[src/design/tcrd_pkg.sv]
// ============================================================================
// tcrd_pkg
// Shared types and constants of the touch calibrate / release detect block.
// ============================================================================
`default_nettype none

package tcrd_pkg;

    // sample and field widths
    localparam int RAW_W   = 10;
    localparam int COEF_W  = 32;
    localparam int TIME_W  = 32;
    localparam int DELAY_W = 16;
    localparam int SCR_W   = 16;
    localparam int PRS_W   = 12;
    localparam int IDX_W   = 3;

    // press window and converter resolution
    localparam int SAMPLE_BITS  = 10;
    localparam int MIN_PRESSURE = 10;
    localparam int MAX_PRESSURE = 1000;
    localparam logic [RAW_W-1:0] SAMPLE_MASK = RAW_W'((64'd1 << SAMPLE_BITS) - 64'd1);

    // request queue between front and back (depth is a power of two)
    localparam int FIFO_DEPTH = 4;
    localparam int FIFO_AW    = $clog2(FIFO_DEPTH);

    typedef enum logic {
        EV_DOWN = 1'b0,
        EV_UP   = 1'b1
    } t_ev_kind;

    typedef enum logic [IDX_W-1:0] {
        REG_COEF_XX       = 3'd0,
        REG_COEF_XY       = 3'd1,
        REG_OFFSET_X      = 3'd2,
        REG_COEF_YX       = 3'd3,
        REG_COEF_YY       = 3'd4,
        REG_OFFSET_Y      = 3'd5,
        REG_MIN_RES       = 3'd6,
        REG_RELEASE_DELAY = 3'd7
    } t_reg_idx;

    // one classified request: an event plus what the back end needs
    typedef struct packed {
        t_ev_kind                 kind;
        logic [RAW_W-1:0]         x;
        logic [RAW_W-1:0]         y;
        logic signed [PRS_W-1:0]  pressure;
    } t_cmd;

    // calibration coefficients, scaled by 10000
    typedef struct packed {
        logic signed [COEF_W-1:0] xx;
        logic signed [COEF_W-1:0] xy;
        logic signed [COEF_W-1:0] off_x;
        logic signed [COEF_W-1:0] yx;
        logic signed [COEF_W-1:0] yy;
        logic signed [COEF_W-1:0] off_y;
    } t_cal_cfg;

    // queue status seen by front and back
    typedef struct packed {
        logic full;
        logic empty;
    } t_q_status;

endpackage

`default_nettype wire

[src/design/tcrd_if.sv]
// ============================================================================
// tcrd_if
// Valid/ready channels: raw touch samples in, touch events out.
// ============================================================================
`default_nettype none

interface tcrd_sample_if import tcrd_pkg::*; ();
    logic                valid;
    logic                ready;
    logic [RAW_W-1:0]    raw_x;
    logic [RAW_W-1:0]    raw_y;
    logic [RAW_W-1:0]    raw_pressure;
    logic [TIME_W-1:0]   now_ms;

    modport source (output valid, raw_x, raw_y, raw_pressure, now_ms, input ready);
    modport sink   (input valid, raw_x, raw_y, raw_pressure, now_ms, output ready);
endinterface


`default_nettype wire

[src/design/tcrd_front.sv]
// ============================================================================
// tcrd_front
// Accepts samples, classifies press / release / nothing, keeps touch state
// and queues one request per event.
// ============================================================================
`default_nettype none

module tcrd_front import tcrd_pkg::*; (
    input  wire logic                 i_clk,
    input  wire logic                 i_rst_n,
    tcrd_sample_if.sink               i_sample,
    input  wire logic [RAW_W-1:0]     i_min_res,
    input  wire logic [DELAY_W-1:0]   i_delay,
    input  wire t_q_status            i_q_status,
    output logic                      o_push,
    output t_cmd                      o_cmd
);

    localparam int P_W = PRS_W + 2;
    localparam int PRS_MAX = (1 << (PRS_W - 1)) - 1;
    localparam int PRS_MIN = -(1 << (PRS_W - 1));

    logic                r_touching;
    logic [TIME_W-1:0]   r_last_ms;

    logic                accept;
    logic                press;
    logic                release_up;
    logic [RAW_W-1:0]    sx;
    logic [RAW_W-1:0]    sy;
    logic [RAW_W-1:0]    sz;
    logic [TIME_W-1:0]   elapsed;
    logic signed [P_W-1:0]   p_full;
    logic signed [PRS_W-1:0] p_sat;

    assign i_sample.ready = !i_q_status.full;
    assign accept = i_sample.valid && i_sample.ready;

    // classify the sample
    always_comb begin
        sx      = i_sample.raw_x & SAMPLE_MASK;
        sy      = i_sample.raw_y & SAMPLE_MASK;
        sz      = i_sample.raw_pressure & SAMPLE_MASK;
        elapsed = i_sample.now_ms - r_last_ms;
        press   = (sz > RAW_W'(MIN_PRESSURE)) && (sz < RAW_W'(MAX_PRESSURE));
        release_up = !press && r_touching && (elapsed >= TIME_W'(i_delay));
    end

    // pressure value, clamped to the output range
    always_comb begin
        p_full = P_W'(MAX_PRESSURE) - $signed(P_W'(sz)) + $signed(P_W'(i_min_res));
        if (p_full > P_W'(PRS_MAX)) begin
            p_sat = PRS_W'(PRS_MAX);
        end else if (p_full < P_W'(PRS_MIN)) begin
            p_sat = PRS_W'(PRS_MIN);
        end else begin
            p_sat = PRS_W'(p_full);
        end
    end

    // queued request
    always_comb begin
        o_push        = accept && (press || release_up);
        o_cmd.kind    = press ? EV_DOWN : EV_UP;
        o_cmd.x       = sx;
        o_cmd.y       = sy;
        o_cmd.pressure = press ? p_sat : '0;
    end

    // touch state
    always_ff @(posedge i_clk) begin
        if (!i_rst_n) begin
            r_touching <= 1'b0;
            r_last_ms  <= '0;
        end else if (accept) begin
            if (press) begin
                r_touching <= 1'b1;
                r_last_ms  <= i_sample.now_ms;
            end else if (release_up) begin
                r_touching <= 1'b0;
            end
        end
    end

    a_press_time: assert property (@(posedge i_clk) disable iff (!i_rst_n)
        (accept && press) |=> (r_touching && r_last_ms == $past(i_sample.now_ms)))
        else $error("press did not record its time");

    a_release_clears: assert property (@(posedge i_clk) disable iff (!i_rst_n)
        (o_push && o_cmd.kind == EV_UP) |=> !r_touching)
        else $error("release did not clear touching");

endmodule

`default_nettype wire

[src/flat_wrapper.sv]
// flat-port wrapper written by rule: the top's interface ports become plain ports
module tcrd_front_flat import tcrd_pkg::*;
  (i_clk, i_rst_n, i_min_res, i_delay, i_q_status, o_push, o_cmd, i_sample_valid, i_sample_raw_x, i_sample_raw_y, i_sample_raw_pressure, i_sample_now_ms, i_sample_ready);
  tcrd_sample_if i_sample_i ();
  input  wire logic i_clk;
  input  wire logic i_rst_n;
  input  wire logic [RAW_W-1:0] i_min_res;
  input  wire logic [DELAY_W-1:0] i_delay;
  input  wire t_q_status i_q_status;
  output logic o_push;
  output t_cmd o_cmd;
  input wire logic [$bits(i_sample_i.valid)-1:0] i_sample_valid;
  input wire logic [$bits(i_sample_i.raw_x)-1:0] i_sample_raw_x;
  input wire logic [$bits(i_sample_i.raw_y)-1:0] i_sample_raw_y;
  input wire logic [$bits(i_sample_i.raw_pressure)-1:0] i_sample_raw_pressure;
  input wire logic [$bits(i_sample_i.now_ms)-1:0] i_sample_now_ms;
  output wire logic [$bits(i_sample_i.ready)-1:0] i_sample_ready;
  assign i_sample_i.valid = i_sample_valid;
  assign i_sample_i.raw_x = i_sample_raw_x;
  assign i_sample_i.raw_y = i_sample_raw_y;
  assign i_sample_i.raw_pressure = i_sample_raw_pressure;
  assign i_sample_i.now_ms = i_sample_now_ms;
  assign i_sample_ready = i_sample_i.ready;
  tcrd_front u_core (.i_clk(i_clk), .i_rst_n(i_rst_n), .i_sample(i_sample_i), .i_min_res(i_min_res), .i_delay(i_delay), .i_q_status(i_q_status), .o_push(o_push), .o_cmd(o_cmd));
endmodule
[config.mk]
export PLATFORM = sky130hd
export DESIGN_NAME = tcrd_front_flat
export DESIGN_NICKNAME = d
export VERILOG_FILES = /design/src/design/tcrd_pkg.sv /design/src/design/tcrd_if.sv /design/src/design/tcrd_front.sv /design/src/flat_wrapper.sv
export SDC_FILE = /design/constraint.sdc
export NUM_CORES = 1
export LEC_CHECK = 0
export BUFFER_PORTS_ARGS = -buffer_cell sky130_fd_sc_hd__clkbuf_2
export CORE_MARGIN = 10
export CORE_UTILIZATION = 55
export CTS_CLUSTER_DIAMETER = 30
export DETAILED_ROUTE_END_ITERATION = 8
export GPL_TIMING_DRIVEN = 0
export PLACE_DENSITY_LB_ADDON = 0.25
export RECOVER_POWER = 100
export SLEW_MARGIN = 15
export SYNTH_ARGS = -nofsm -noshare
export SYNTH_HDL_FRONTEND = slang
export SYNTH_SLANG_ARGS = --single-unit
[constraint.sdc]
create_clock -name i_clk -period 6.2 [get_ports i_clk]
set_input_delay 1.24 -clock i_clk [delete_from_list [all_inputs] [get_ports i_clk]]
set_output_delay 1.24 -clock i_clk [all_outputs]
set_load 0.01 [all_outputs]
# [Yosys cells after proc, flatten, opt, wreduce, memory -nomap -nowiden]
# Index checks and enable logic that the tools add are counted.
# W data, S select, Z words.
[word_totals] register_bits=33 mem_bits_ro=0 in_bits=93 latch_bits=0 output_inout_bits=35 ram_bits=0 memories=0
[op_classes] eq_ne=0 n_addsub=3 mul=0 div_mod_pow=0 n_reduce_logical=11 mux=6 n_lt_le_gt_ge=5 shifts=0 n_bitwise=0
[op_table] op="$mux W12" n=3
[op_table] op="$ge A32 B16 Y1" n=1
[op_table] op="$sub A32 B32 Y32" n=1
[op_table] op="$add A14 B11 Y14" n=1
[op_table] op="$gt A14 B12 Y1 const B" n=1
[op_table] op="$lt A14 B12 Y1 const B" n=1
[op_table] op="$sub A10 B10 Y11 const A" n=1
[op_table] op="$gt A10 B4 Y1 const B" n=1
[op_table] op="$lt A10 B10 Y1 const B" n=1
[op_table] op="$logic_and A1 B1 Y1" n=5
[op_table] op="$reduce_and A2 Y1" n=2
[op_table] op="$mux W1" n=3
[op_table] op="$logic_not A1 Y1" n=2
[op_table] op="$reduce_bool A2 Y1" n=1
[op_table] op="$logic_or A1 B1 Y1" n=1

# [Depth between registers and ports, before layout]
[logic_depth] word_depth=7 depth_mapped=20 ltp_nobuf=19

# [Least setup slack after synthesis]
# OpenSTA, ideal clock, no wires.
[synth_path] kind="input -> output" from="input port i_sample_now_ms[9]" to="output port o_push" t_arrival_ps=4518 t_required_ps=4960 slack_ps=442 path_stages=19 path_cell_list="ha_1 -> buf_6 -> a21oi_4 -> o211ai_2 -> a41o_1 -> or2_4 -> nor2_1 -> o21bai_1 -> a21oi_1 -> xnor2_1 -> ha_1 -> a2111oi_0 -> o31ai_1 -> a31oi_1 -> nand4b_1 -> a311oi_1 -> o2111ai_1 -> nor4b_2 -> o21ai_0"
[synth_between] elab_chain_cells=5
[synth_rtl] item="start: declaration" line="flat_wrapper.sv:16" text="input wire logic [$bits(i_sample_i.now_ms)-1:0] i_sample_now_ms;"
[synth_rtl] item="$sub A32 B32 Y32" line="tcrd_front.sv:44" text="elapsed = i_sample.now_ms - r_last_ms;"
[synth_rtl] item="$ge A32 B16 Y1" line="tcrd_front.sv:46" text="release_up = !press && r_touching && (elapsed >= TIME_W'(i_delay));"
[synth_rtl] item="$logic_and A1 B1 Y1" line="tcrd_front.sv:46"
[synth_rtl] item="$logic_or A1 B1 Y1" line="tcrd_front.sv:63" text="o_push = accept && (press || release_up);"
[synth_rtl] item="$logic_and A1 B1 Y1" line="tcrd_front.sv:63"
[synth_rtl] item="end: declaration" line="flat_wrapper.sv:10" text="output logic o_push;"
# Every way passes these cells.

# [Worst setup path in the final report]
[layout_path] from="input port i_sample_now_ms[0]" to="output port o_push"
# The elaborated chain is that of the path after synthesis.

==> run summary <==
Hold Path Class = reg2reg
Final WL = 13,770 microns
Worst setup EP type = output pin
Post-DP Area = 5438 sq um
Lkg Pwr = 2.527 nW
Setup Skew = 9.769 ps
Cts bufs inserted = 5
Io pins = 128
Clock-pin slew on the worst setup and hold paths = 60 ps
Multi-input logic area = 3696 sq um
R2r worst-path depth = 23
Max_cap viols = 0
Mapped Cells = 675
Post-DP HPWL = 11,180 microns
Initial core utilization = 57.32%
Synth Register Bits = 33
Avg Synthesized Cell Area = 7.083 sq um
DRT Pass-1 Iters = 5
Num rows = 33
Number of global-route vias before repair = 5,050
Final Cell Area = 5818 sq um
IO buf count = 105
M1 wire length = 5951 microns
Core area = 8341 sq um
RSZ-0062 raised after global routing = true
PwrDens = 157.0 nW/um^2
First-pass GRT wire length = 22,540 microns
Reg area = 660.6 sq um
Seq pwr share = 24.9%
Hold depth = 2
Logic gate share of total power = 56.4%
Met2 WL = 6361 microns
Grt total ovfl = 0
CTS root buf = clkbuf_8
Main synth FF type = dfxtp_1
Synth warnings = 0
Hold Vio Cnt, Final = 0
Cell variety after synth = 67
Part of the Yosys area used for sequential elements = 13.82%
Share of total power in the clock network = 18.8%
Crit path time final = 6172 ps
Fmax achieved = 0.1620 GHz
DR vias = 5,167
EDFF count, synth = 0
Crit-path max FO = 3
Fin nets = 961
Data required time of the worst path = 4960 ps
Area Overhead vs Synth = 21.70%
Pint = 0.0005394 W
Net Switching = 0.0003738 W
# diodes = 0
Via/cell ratio = 5.678
First DRT Iteration DRCs = 293
Die footprint = 12,820 sq um
Reg-to-reg setup timing slack = 2110 ps
Syn Std Cell Area = 4781 sq um
Rel. slew slack = 50.97%
Slew Viols, Final = 0
Die span in y = 113.2 microns
Sw frac = 40.94%
Highest Signal Layer = met4
Hold Buf Count CTS = 0
Post-route insts no fill = 910
Cell count after placement = 885
Layout fillers = 741
CTS tree = built
RD Place Congestion = 0.9059
Synth async-reset ratio = 0%
Worst slew pin tran = 733.9 ps
Chip width = 113.2 microns
Clock Tree Buf Depth = 2
Met3 wire len = 1250 microns
Clock Latency Late Sink = 290 ps
Critical path startpoint category = primary input
VDD IR max = 99.10 uV
Syn Nets = 831
CP Class = in2out
Wirelength per Cell = 15.14 microns
Outcome = complete, no violations
Total track usage = 20.13%
Remaining antenna violation count = 0
Antenna violations before repair = 0
# DRC = 0
Final worst-path cycle share = 99.54%
Arr. time, crit path = 4930 ps
Final setup vio count = 0
Htree depth = 2
Share of layout cells above drive strength 1 = 21.37%
Clk sinks = 33
Pin count of the biggest net entering global routing = 11
==> critical path: stages <==
cell	delay, ps
clkbuf_2	90
inv_1	40
ha_1	210
fa_1	410
nand2b_1	210
a21o_1	200
a211o_1	310
nand2_1	100
xor2_1	170
ha_1	280
a21oi_1	160
a21oi_1	80
a211oi_1	220
a31oi_1	130
nor3_1	230
o2111ai_1	160
nor4b_2	290
buf_4	170
o21ai_2	50
buf_2	160
==> cells by family (layout without fill, tap and decap cells) <==
family	Yosys count	after routing	share of synthesized area [%]
flops	33	33	13.82
buf+inv	118	248	12.12
simple gates	228	228	22.40
mux	2	2	0.4188
compound gates	203	203	29.31
fa+ha+maj	63	63	16.80
xor+xnor	28	28	5.130
==> area by class of cell <==
type / count / share of cell area, %
multi-input combinational: 524 / 63.53
sequential: 33 / 11.35
timing repair buffer: 123 / 11.25
buffer: 47 / 5.548
inverter: 71 / 4.581
tap: 105 / 2.258
clock buffer: 7 / 1.484
==> cells in the mapped netlist (5+ instances only) <==
master | instances | area [sq um]
nand2_1 | 110 | 412.9
o22ai_1 | 6 | 37.54
and3_1 | 5 | 31.28
ha_1 | 61 | 763.2
inv_1 | 71 | 266.5
xor2_1 | 8 | 70.07
nand4_1 | 12 | 75.07
or3_1 | 6 | 37.54
a31oi_1 | 8 | 50.05
nand2b_1 | 10 | 62.56
xnor2_1 | 20 | 175.2
clkbuf_1 | 15 | 56.30
o21ai_0 | 35 | 175.2
nand3_1 | 14 | 70.07
nor2_1 | 37 | 138.9
o21a_1 | 8 | 60.06
buf_4 | 23 | 172.7
a21boi_0 | 37 | 277.8
a21o_1 | 9 | 67.56
a21oi_1 | 54 | 270.3
dfxtp_1 | 33 | 660.6
nor3_1 | 12 | 60.06
==> repair_timing <==
action / in CTS / in global routing
buffers inserted: 4 / 14
pin swaps: 5 / 18
setup endpoints to repair: 1 / 1
gates resized for setup: 4 / 34
==> state kept, by name (all words and copies together), names as in the netlist <==
| name | flops |
|---|---|
| u_core.r_last_ms | 32 |
| u_core.r_touching | 1 |
==> through the flow <==
stage / total power, W / setup TNS, ps / hold WS (ps) / util (%) / worst slack (ps)
4_1_cts: 0.0008843 / 0 / 465.9 / 66.80 / 12.73
6_report: 0.0009132 / 0 / 465.5 / 69.76 / 28.38
3_5_place_dp: 0.0007042 / -335.4 / 457.1 / 65.20 / -335.4
5_1_grt: 0.0009869 / -251.9 / 492.0 / 69.76 / -251.9
2_1_floorplan: 0.0005725 / 0 / 443.4 / - / 442.1
3_3_place_gp: 0.0006902 / -324.5 / 449.0 / 65.20 / -324.5
==> cell usage in the layout, fill, tap and decap left out, types with 7 or more instances in the layout <==
| master | instances |
|---|---|
| dfxtp_1 | 33 |
| a21boi_0 | 37 |
| a21o_1 | 9 |
| clkbuf_1 | 39 |
| nand2b_1 | 10 |
| nand4_1 | 12 |
| ha_4 | 7 |
| o21ai_0 | 35 |
| buf_4 | 39 |
| nand2_1 | 109 |
| o21a_1 | 8 |
| clkbuf_2 | 78 |
| a21oi_1 | 53 |
| xor2_1 | 8 |
| a31oi_1 | 8 |
| ha_1 | 53 |
| nand3_1 | 14 |
| inv_1 | 71 |
| nor2_1 | 36 |
| clkbuf_8 | 7 |
| xnor2_1 | 20 |
| nor3_1 | 12 |
==> metal layers <==
metal | track usage (%) | up-vias
met2 | 34.18 | 189
met1 | 24.13 | 2366
met3 | 5.600 | 19
met4 | 5.838 | 0
li1 | - | 2593
met5 | 0 | -
==> worst paths after layout <==
check / start / endpoint
worst min-delay path: u_core.r_last_ms[16] / u_core.r_last_ms[16]
worst max-delay path: i_sample_now_ms[0] / o_push
worst max register to register: u_core.r_last_ms[9] / u_core.r_touching
worst min register to register: u_core.r_last_ms[16] / u_core.r_last_ms[16]
==> power groups by stage <==
stage | clock network [W] | logic [W] | registers [W]
global placement | 0 | 0.000459 | 0.000231
global route | 0.000184 | 0.000575 | 0.000228
finish | 0.000171 | 0.000515 | 0.000227
detailed placement | 0 | 0.000472 | 0.000232
CTS | 0.000177 | 0.000481 | 0.000227
floorplan | 0 | 0.000342 | 0.000231
Power figures use the tool's default switching activity.
