==> src/design/tcrd_pkg.sv <==
// ============================================================================
// tcrd_pkg
// Shared types and constants of the touch calibrate / release detect block.
// ============================================================================
`default_nettype none

package tcrd_pkg;

    // sample and field widths
    localparam int RAW_W   = 10;
    localparam int COEF_W  = 32;
    localparam int TIME_W  = 32;
    localparam int DELAY_W = 16;
    localparam int SCR_W   = 16;
    localparam int PRS_W   = 12;
    localparam int IDX_W   = 3;

    // press window and converter resolution
    localparam int SAMPLE_BITS  = 10;
    localparam int MIN_PRESSURE = 10;
    localparam int MAX_PRESSURE = 1000;
    localparam logic [RAW_W-1:0] SAMPLE_MASK = RAW_W'((64'd1 << SAMPLE_BITS) - 64'd1);

    // request queue between front and back (depth is a power of two)
    localparam int FIFO_DEPTH = 4;
    localparam int FIFO_AW    = $clog2(FIFO_DEPTH);

    typedef enum logic {
        EV_DOWN = 1'b0,
        EV_UP   = 1'b1
    } t_ev_kind;

    typedef enum logic [IDX_W-1:0] {
        REG_COEF_XX       = 3'd0,
        REG_COEF_XY       = 3'd1,
        REG_OFFSET_X      = 3'd2,
        REG_COEF_YX       = 3'd3,
        REG_COEF_YY       = 3'd4,
        REG_OFFSET_Y      = 3'd5,
        REG_MIN_RES       = 3'd6,
        REG_RELEASE_DELAY = 3'd7
    } t_reg_idx;

    // one classified request: an event plus what the back end needs
    typedef struct packed {
        t_ev_kind                 kind;
        logic [RAW_W-1:0]         x;
        logic [RAW_W-1:0]         y;
        logic signed [PRS_W-1:0]  pressure;
    } t_cmd;

    // calibration coefficients, scaled by 10000
    typedef struct packed {
        logic signed [COEF_W-1:0] xx;
        logic signed [COEF_W-1:0] xy;
        logic signed [COEF_W-1:0] off_x;
        logic signed [COEF_W-1:0] yx;
        logic signed [COEF_W-1:0] yy;
        logic signed [COEF_W-1:0] off_y;
    } t_cal_cfg;

    // queue status seen by front and back
    typedef struct packed {
        logic full;
        logic empty;
    } t_q_status;

endpackage

`default_nettype wire

==> src/design/tcrd_fifo.sv <==
// ============================================================================
// tcrd_fifo
// Short request queue between the classifier and the calibration pipeline.
// ============================================================================
`default_nettype none

module tcrd_fifo import tcrd_pkg::*; (
    input  wire logic   i_clk,
    input  wire logic   i_rst_n,
    input  wire logic   i_push,
    input  wire t_cmd   i_cmd,
    input  wire logic   i_pop,
    output t_cmd        o_cmd,
    output t_q_status   o_status
);

    t_cmd                r_mem [FIFO_DEPTH];
    logic [FIFO_AW-1:0]  r_wp;
    logic [FIFO_AW-1:0]  r_rp;
    logic [FIFO_AW:0]    r_cnt;

    assign o_cmd           = r_mem[r_rp];
    assign o_status.full   = (r_cnt == (FIFO_AW+1)'(FIFO_DEPTH));
    assign o_status.empty  = (r_cnt == '0);

    // storage
    always_ff @(posedge i_clk) begin
        if (i_push) begin
            r_mem[r_wp] <= i_cmd;
        end
    end

    // pointers and fill count
    always_ff @(posedge i_clk) begin
        if (!i_rst_n) begin
            r_wp  <= '0;
            r_rp  <= '0;
            r_cnt <= '0;
        end else begin
            if (i_push) begin
                r_wp <= r_wp + 1'b1;
            end
            if (i_pop) begin
                r_rp <= r_rp + 1'b1;
            end
            if (i_push && !i_pop) begin
                r_cnt <= r_cnt + 1'b1;
            end else if (i_pop && !i_push) begin
                r_cnt <= r_cnt - 1'b1;
            end
        end
    end

    a_no_overflow: assert property (@(posedge i_clk) disable iff (!i_rst_n)
        i_push |-> (!o_status.full || i_pop))
        else $error("push into full queue");

    a_no_underflow: assert property (@(posedge i_clk) disable iff (!i_rst_n)
        i_pop |-> !o_status.empty)
        else $error("pop from empty queue");

endmodule

`default_nettype wire

==> config.mk <==
export PLATFORM = sky130hd
export DESIGN_NAME = tcrd_fifo
export DESIGN_NICKNAME = d
export VERILOG_FILES = /design/src/design/tcrd_pkg.sv /design/src/design/tcrd_fifo.sv
export SDC_FILE = /design/constraint.sdc
export NUM_CORES = 1
export LEC_CHECK = 0
export BUFFER_PORTS_ARGS = -buffer_cell sky130_fd_sc_hd__buf_2
export CORE_MARGIN = 2
export CORE_UTILIZATION = 45
export DETAILED_ROUTE_END_ITERATION = 10
export MAX_ROUTING_LAYER = met4
export PLACE_DENSITY = 0.67
export SYNTH_ARGS = -nofsm -noshare
export SYNTH_HDL_FRONTEND = slang
export SYNTH_SLANG_ARGS = --single-unit
==> constraint.sdc <==
create_clock -name i_clk -period 1.86 [get_ports i_clk]
set_clock_uncertainty 0.15 [all_clocks]
set_input_delay 0.093 -clock i_clk [delete_from_list [all_inputs] [get_ports i_clk]]
set_output_delay 0.093 -clock i_clk [all_outputs]
set_load 0.02 [all_outputs]
Word-level counts from Yosys, hierarchy flattened
Memory sizes are Yosys's and may differ from the RTL's. A register that Yosys moved wholly into a read port is not among the register bits.
Cells that the tools add are included.

storage, ports and cells
  register bits after elaboration = 7
  bits in latches = 0
  RAM bits = 132
  memory bits (read-only) = 0
  output and inout port bits = 35
  word-level logic and storage cells = 21
  memories = 1

cells by class
  add/subtract/negate cells = 4
  $mul = 0
  divide/modulo/power cells = 0
  magnitude comparators = 0
  eq/ne operators = 1
  shift-type cells = 0
  mux-type cells = 6
  bitwise logic cells = 0
  reductions and logical operators = 6

memories
  name   words  width  read ports  clocked after memory_dff  wr ports  RTL line         RTL
  r_mem  4      33     1           1                         1         tcrd_fifo.sv:17  t_cmd r_mem [FIFO_DEPTH];

operators by type and width
  operator               count
  $mux W3                2
  $add A2 B1 Y2 const B  2
  $mux W2                2
  $add A3 B1 Y3 const B  1
  $eq A3 B3 Y1 const B   1
  $logic_not A3 Y1       1
  $sub A3 B1 Y3 const B  1
  $logic_and A1 B1 Y1    2
  $logic_not A1 Y1       2
  $mux W1                2
  $reduce_bool A2 Y1     1

Depth between registers and ports, before layout
Gate-level depths: netlist of run 1.

  depth after elaboration = 4
  gate-level depth with buffers = 7
  mapped depth without buffers = 7

Worst setup path before layout of run 1
Ideal clock, no wire load.

  kind = register to register
  from = register r_wp[0]
  to = memory r_mem[2][0] in the netlist's numbering (enable)
  library setup time = 0.393 ns
  arrival = 1.352 ns
  required time = 1.317 ns
  path slack = -0.036 ns
  stages on the path, launching flop included = 4
  buffers on the path = 0
  clock period less this slack = 1.896 ns
  cells stage by stage = dfxtp_1 inv_1 ha_1 and2_1

RTL lines
  item                    RTL line         RTL
  start, declared         tcrd_fifo.sv:18  logic [FIFO_AW-1:0] r_wp;
  start signal, assigned  tcrd_fifo.sv:41  r_wp <= r_wp + 1'b1;
  end, declared           tcrd_fifo.sv:17

No word-level cell before the write port.

==> results.tsv, run 1 <==
stage	metric	value	unit
setup_path	reg2reg_to	r_cnt[2]$_SDFFE_PN0P_	
floorplan	die_y	112	µm
pwr	p_total	8.15	mW
place	portBuffers	71	
setup_path	cp.arrival	1.74	ns
drt	drc	0	
setup_path	crit_type	reg2out	
global_routing	grt.overflow.total	0	
synthesis	synth_top_area_share	0.754	
floorplan	rows	39	
sta	period_needed	1.98	ns
setup_path	timing.rr.start	r_cnt[0]$_SDFFE_PN0P_	
sta	finalHoldViolations	0	
synthesis	ys_top_cells_by_area	edfxtp_1 75%, mux4_2 13%, dfxtp_1 3.4%	
drt	first_iter_violations	162	
pwr	powerDensity	1170	nW/µm²
synthesis	yosysWarnings	0	
sta	setup_viol	33	
global_routing	grt_max_degree	34	
setup_path	end_kind	output port	
finish	layout.nets	390	
synthesis	synth_seq_cells	141	
synthesis	synth_top_area_cell	edfxtp_1	
place	globalplace.congestion	0.664	
floorplan	die_area	12600	µm²
drt	m1WireLength	4.12	mm
sta	relSlewSlack	0.645	
drt	wire_per_inst	18.5	µm
finish	area_growth	32.8	%
clock_network	tritoncts	done	
drt	wirelength	9.34	mm
synthesis	synth.distinct_cells	22	
synthesis	synth_area	5250	µm²
synthesis	synth_area_per_cell	24.3	µm²
clock_network	numCtsBuffers	17	
sta	timing.fmax	505	MHz
global_routing	grt_pass1_vias	2727	
drt	wl_met2	4.65	mm
finish	utilization	0.611	
setup_path	crit_path_max_fanout	5	
finish	design_area	6980	µm²
synthesis	synthSimpleGateAreaFrac	0.0174	
clock_network	clock_sinks	141	
pwr	peakVddDrop	921	µV
sta	rsz0062_at_grt	true	
setup_path	reg2reg_slack	0.20	ns
setup_path	crit_end	o_cmd[4]	
synthesis	syn-num-nets	259	
worst_hold_path	worstHoldPathType	in2reg	
synthesis	async_flop_share	0	
finish	drive_gt1_frac	0.422	
floorplan	io_pins	72	
run	drv_cap	0	
synthesis	synth_fa_ha_area_frac	0.0157	
synthesis	synth_top_family_by_area	multiplexers	
synthesis	synth_compound_area_frac	0.00238	
drt	vias	2570	
drt	wl_met3	434	µm
synthesis	synth_edf_count	132	
run_status	failed_checks	negative setup slack	
sta	slew_violations	0	
global_routing	antenna_found_initial	1	
drt	ant_nets	0	
sta	tns	-2.04	ns
synthesis	synth_mux_area_frac	0.147	
drt	avgViaCountPerCell	5.10	
synthesis	synth_xor_area_frac	0.00834	
setup_path	crit_chain	buf_12 > buf_16 > mux4_2 > buf_6	
sta	period_share	1.06	
setup_path	crit_required	1.62	ns
clock_network	cts.path.max_buffers	2	
synthesis	syn_inst	216	
clock_network	clock_latency	0.40	ns
setup_path	start_kind	flop	
drt	first_pass_iters	4	
place	dp_hpwl	4.89	mm
place	place_area	5820	µm²
drt	top_layer	met4	
pwr	power_leakage	2.45	nW
synthesis	seq_area_frac_synth	0.789	
clock_network	cts.clk_slew.worst_paths	0.06	ns
global_routing	grt_pass1_wl	14.7	mm
setup_path	crit_buf_inv	3	
clock_network	cts_max_level	4	
setup_path	worst-path-stages	4	
floorplan	start_util	0.460	
sta	worstMarginPinSlew	0.532	ns
setup_path	cpMaxStageDelayCell	mux4_2	
global_routing	grt_usage	0.164	
clock_network	cts-root-buf	clkbuf_16	
setup_path	path_delay_family	multiplexers	
sta	layout_setup_ws	-0.119	ns
setup_path	critPathMaxStageDelay	0.52	ns
setup_path	reg2reg_depth	4	
synthesis	ys.flop_type	edfxtp_1	
synthesis	synth_commonest_cells	132 x edfxtp_1, 30 x mux4_2, 9 x and2_1, 9 x dfxtp_1, 5 x ha_1	
run_status	status	finished, violations left	
floorplan	fp.coreArea	11400	µm²
synthesis	synth.most_common_cell	edfxtp_1	
floorplan	fp.dieW	112	µm
[what timing repair did]
action / CTS / global route
pin swaps: 0 / 0
gates cloned: 2 / 0
hold endpoints to repair: 141 / 0
resized for setup: 16 / 21
hold buffers: 37 / 0
setup endpoints to repair: 64 / 66
setup buffers: 1 / 0
[worst min path at each step]
stage	start	end	slack, ns	cells past startpoint
global placement	i_cmd[14]	r_mem[2][14]$_DFFE_PP_	0.16	1
detailed placement	i_cmd[21]	r_mem[1][21]$_DFFE_PP_	0.16	1
global route	i_pop	r_cnt[2]$_SDFFE_PN0P_	0.19	5
finish	i_pop	r_cnt[1]$_SDFFE_PN0P_	0.11	5
CTS	i_pop	r_cnt[1]$_SDFFE_PN0P_	0.10	5
floorplan	i_cmd[0]	r_mem[0][0]$_DFFE_PP_	0.04	0
[per-layer routing]
metal  GRT usage  vias up
li1            -     1158
met2       0.253       72
met4      0.0634        0
met3      0.0459       12
met1       0.209     1328
met5           -        -
[layout by cell type, fill, tap and decap left out, drive strengths merged]
cell	count
fa	1
mux4	33
nor3b	1
o21ai	1
nor3	1
clkinv	4
dlygate4sd3	37
xnor2	2
a21boi	1
clkinvlp	4
edfxtp	132
mux2i	2
nor2b	2
clkbuf	19
dfxtp	9
bufinv	4
nand2	1
xor2	3
buf	83
and2	9
diode	1
inv	5
ha	5
or3	1
[where the power goes]
part / internal, mW / total (mW) / switching, mW / leakage, nW
clock: 2.25 / 3.48 / 1.23 / 0.290
combinational: 0.487 / 0.977 / 0.489 / 0.872
sequential: 3.64 / 3.69 / 0.0521 / 1.29
[cell type report]
type | instances | area (µm²)
antenna | 1 | 2.50
clock buffer | 19 | 433
clock inverter | 13 | 190
fill | 848 | 4440
inverter | 4 | 15.0
multi-input combinational | 63 | 1000
sequential | 141 | 4150
tap | 143 | 179
timing repair buffer | 120 | 1010
[worst register-to-register path: stages, from the launching register on]
cell      delay, ns
dfxtp_1        0.35
fa_1           0.44
xor2_1         0.17
or3_1          0.30
a21boi_0       0.17
[stage by stage]
stage	hold slack, ns	cells	worst slack [ns]
after floorplan	0.0419	216	0.281
after CTS	0.104	503	-0.124
after detailed placement	0.159	431	0.00293
after global placement	0.156	431	0.0312
after global routing	0.186	504	-0.152
final	0.106	504	-0.119
[flip-flops by register name, indices dropped and copies added (netlist names), named ones only]
name,cells
r_rp,2
r_cnt,3
r_wp,2
r_mem,132
[logic make-up after synthesis]
family / Yosys count
fa+ha+maj: 6
buf+inv: 12
xor+xnor: 5
flops: 141
simple gates: 15
mux: 35
compound gates: 2
Note: power is estimated with default switching activity, not from simulation.
==> inputs of run 2 (changes only) <==
--- a/config.mk
+++ b/config.mk
@@ -10,7 +10,7 @@
 export CORE_UTILIZATION = 45
 export DETAILED_ROUTE_END_ITERATION = 10
 export MAX_ROUTING_LAYER = met4
-export PLACE_DENSITY = 0.67
+export PLACE_DENSITY = 0.66
 export SYNTH_ARGS = -nofsm -noshare
 export SYNTH_HDL_FRONTEND = slang
 export SYNTH_SLANG_ARGS = --single-unit
==> results.tsv, run 2 (synthesized netlist as in run 1, its figures left out) <==
stage	metric	value	unit	change
pwr	p_int	6.06	mW	-5.1%
pwr	pwr-share-comb	0.120		about the same
finish	area_growth	30.6	%	
sta	period_share	1.06		-0.00651
floorplan	io_pins	72		unchanged
place	pre_cts_slack	0.0669	ns	+0.0640 ns
sta	relSlewSlack	0.656		+0.0108
pwr	clock_power_share	0.406		-0.021
floorplan	die_area	12600	µm²	unchanged
clock_network	cts.path.max_buffers	2		unchanged
sta	slew_violations	0		unchanged
drt	first_pass_iters	4		unchanged
finish	regMostFlops	r_mem		
clock_network	cts-root-buf	clkbuf_16		
place	portBuffers	71		unchanged
floorplan	fp.dieW	112	µm	unchanged
finish	layout.nets	394		+1.0%
floorplan	start_util	0.460		unchanged
pwr	p_seq_frac	0.475		+0.022
run_status	failed_checks	negative setup slack		
drt	avgViaCountPerCell	4.99		-2.2%
clock_network	clock_latency	0.40	ns	about the same
sta	tns	-1.80	ns	+0.240 ns
drt	first_iter_violations	93		-43%
global_routing	grt_pass1_wl	14.5	mm	-1.4%
run_status	status	finished, violations left		
clock_network	clock_sinks	141		unchanged
sta	period_needed	1.97	ns	-0.0121 ns
sta	setup_viol	31		-6.1%
setup_path	crit_chain	buf_12 > mux4_1 > buf_2		
drt	vias	2528		-1.6%
drt	wire_per_inst	17.7	µm	-4.6%
drt	drc	0		unchanged
clock_network	cts.clk_slew.worst_paths	0.06	ns	about the same
setup_path	cpMaxStageDelayCell	mux4_1		
setup_path	crit_path_max_fanout	15		+10
place	globalplace.congestion	0.679		+2.3%
global_routing	antenna_found_initial	0		-1
pwr	switching_power	1.72	mW	-3.1%
clock_network	tritoncts	done		
finish	n_antenna_cell	0		-1
global_routing	grt.overflow.total	0		unchanged
setup_path	start_kind	flop		
worst_hold_path	worstHoldPathType	in2reg		
drt	wirelength	8.96	mm	-4.0%
run	drv_cap	0		unchanged
pwr	p_sw_frac	0.221		+0.00348
finish	top_regs	r_mem: 132 flops, r_cnt: 3 flops		
place	dp_hpwl	5.34	mm	+9.3%
finish	drive_gt1_frac	0.420		-0.00189
floorplan	rows	39		unchanged
global_routing	grt_usage	0.162		-0.00201
setup_path	end_kind	output port		
sta	rsz0062_at_grt	true		
setup_path	reg2reg_slack	0.26	ns	+0.06 ns
global_routing	grt_max_degree	34		unchanged
sta	worstMarginPinSlew	0.516	ns	-0.0162 ns
floorplan	fp.coreArea	11400	µm²	unchanged
pwr	p_total	7.78	mW	-4.6%
sta	layout_setup_ws	-0.107	ns	+0.0121 ns
floorplan	die_y	112	µm	unchanged
pwr	peakVddDrop	573	µV	-38%
setup_path	cp.arrival	1.72	ns	-0.02 ns
clock_network	numCtsBuffers	17		unchanged
clock_network	cts_max_level	4		unchanged
finish	final_cell_mix	132 x edfxtp_1, 61 x buf_2, 37 x dlygate4sd3_1		
finish	largest_register_ffs	132		unchanged
drt	ant_nets	0		unchanged
sta	finalHoldViolations	0		unchanged
sta	timing.fmax	509	MHz	+0.62%
global_routing	grt_pass1_vias	2810		+3.0%
setup_path	critPathMaxStageDelay	0.55	ns	+0.03 ns
finish	mostFrequentLayoutCell	edfxtp_1		
setup_path	crit_type	reg2out		
pwr	powerDensity	1130	nW/µm²	-3.0%
pwr	power_leakage	2.43	nW	-0.68%
setup_path	crit_required	1.62	ns	about the same
run 2: changes by cell type in the layout (fill, tap and decap cells not counted), sizes merged:
cell and delta:
clkinv +6, diode -1, buf +4, bufinv -2, clkbuf +1, inv -1, clkinvlp -4
run 2: layout make-up:
class / instances / area, µm²
clock buffer: 20 / 437
clock inverter: 12 / 123
tap: 143 / 179
fill: 860 / 4560
sequential: 141 / 4150
multi-input combinational: 63 / 1010
timing repair buffer: 124 / 945
inverter: 4 / 15.0
run 2: power by group through the flow:
stage / clock [mW] / combinational, mW / sequential (mW)
floorplan: 0 / 0.549 / 3.74
global placement: 0 / 0.805 / 3.75
detailed placement: 0 / 0.817 / 3.76
CTS: 3.22 / 0.942 / 3.69
global route: 3.35 / 1.00 / 3.71
finish: 3.16 / 0.930 / 3.69
run 2: routing by layer:
| metal | global-route usage | up-vias | routed length (µm) |
|---|---|---|---|
| met5 | - | - | 0 |
| met4 | 0.0488 | 0 | 57 |
| met3 | 0.0491 | 5 | 348 |
| met2 | 0.261 | 54 | 4560 |
| met1 | 0.200 | 1301 | 4000 |
| li1 | - | 1168 | - |
run 2: final timing paths:
path | from | to | depth (start not counted)
setup / recovery | flop | o_cmd[29] | 3
hold / removal | i_cmd[10] | r_mem[2][10]$_DFFE_PP_ | 2
setup reg to reg | r_wp[0]$_SDFFE_PN0P_ | r_mem[0][7]$_DFFE_PP_ | 5
hold reg to reg | r_cnt[2]$_SDFFE_PN0P_ | r_cnt[2]$_SDFFE_PN0P_ | 2
run 2: metrics by stage:
| step | hold WS [ns] | utilization | instances | instance area, µm² |
|---|---|---|---|---|
| after floorplan | 0.0419 | - | 216 | 5260 |
| after global placement | 0.156 | 0.510 | 436 | 5820 |
| after detailed placement | 0.159 | 0.510 | 436 | 5820 |
| after CTS | 0.266 | 0.599 | 507 | 6840 |
| after global routing | 0.284 | 0.601 | 507 | 6860 |
| final | 0.284 | 0.601 | 507 | 6860 |
run 2: what timing repair did:
item                       CTS  global route
setup endpoints to repair   33            67
hold buffers                37             0
gates resized for setup     22             7
hold endpoints to repair   141             0
pin swaps                    0             1
buffers inserted             2             0
run 2: critical path: cells and delay by family (launching register included):
family / cells / cell delay [ns]
buffers and inverters: 2 / 0.37
flip-flops: 1 / 0.40
multiplexers: 1 / 0.55
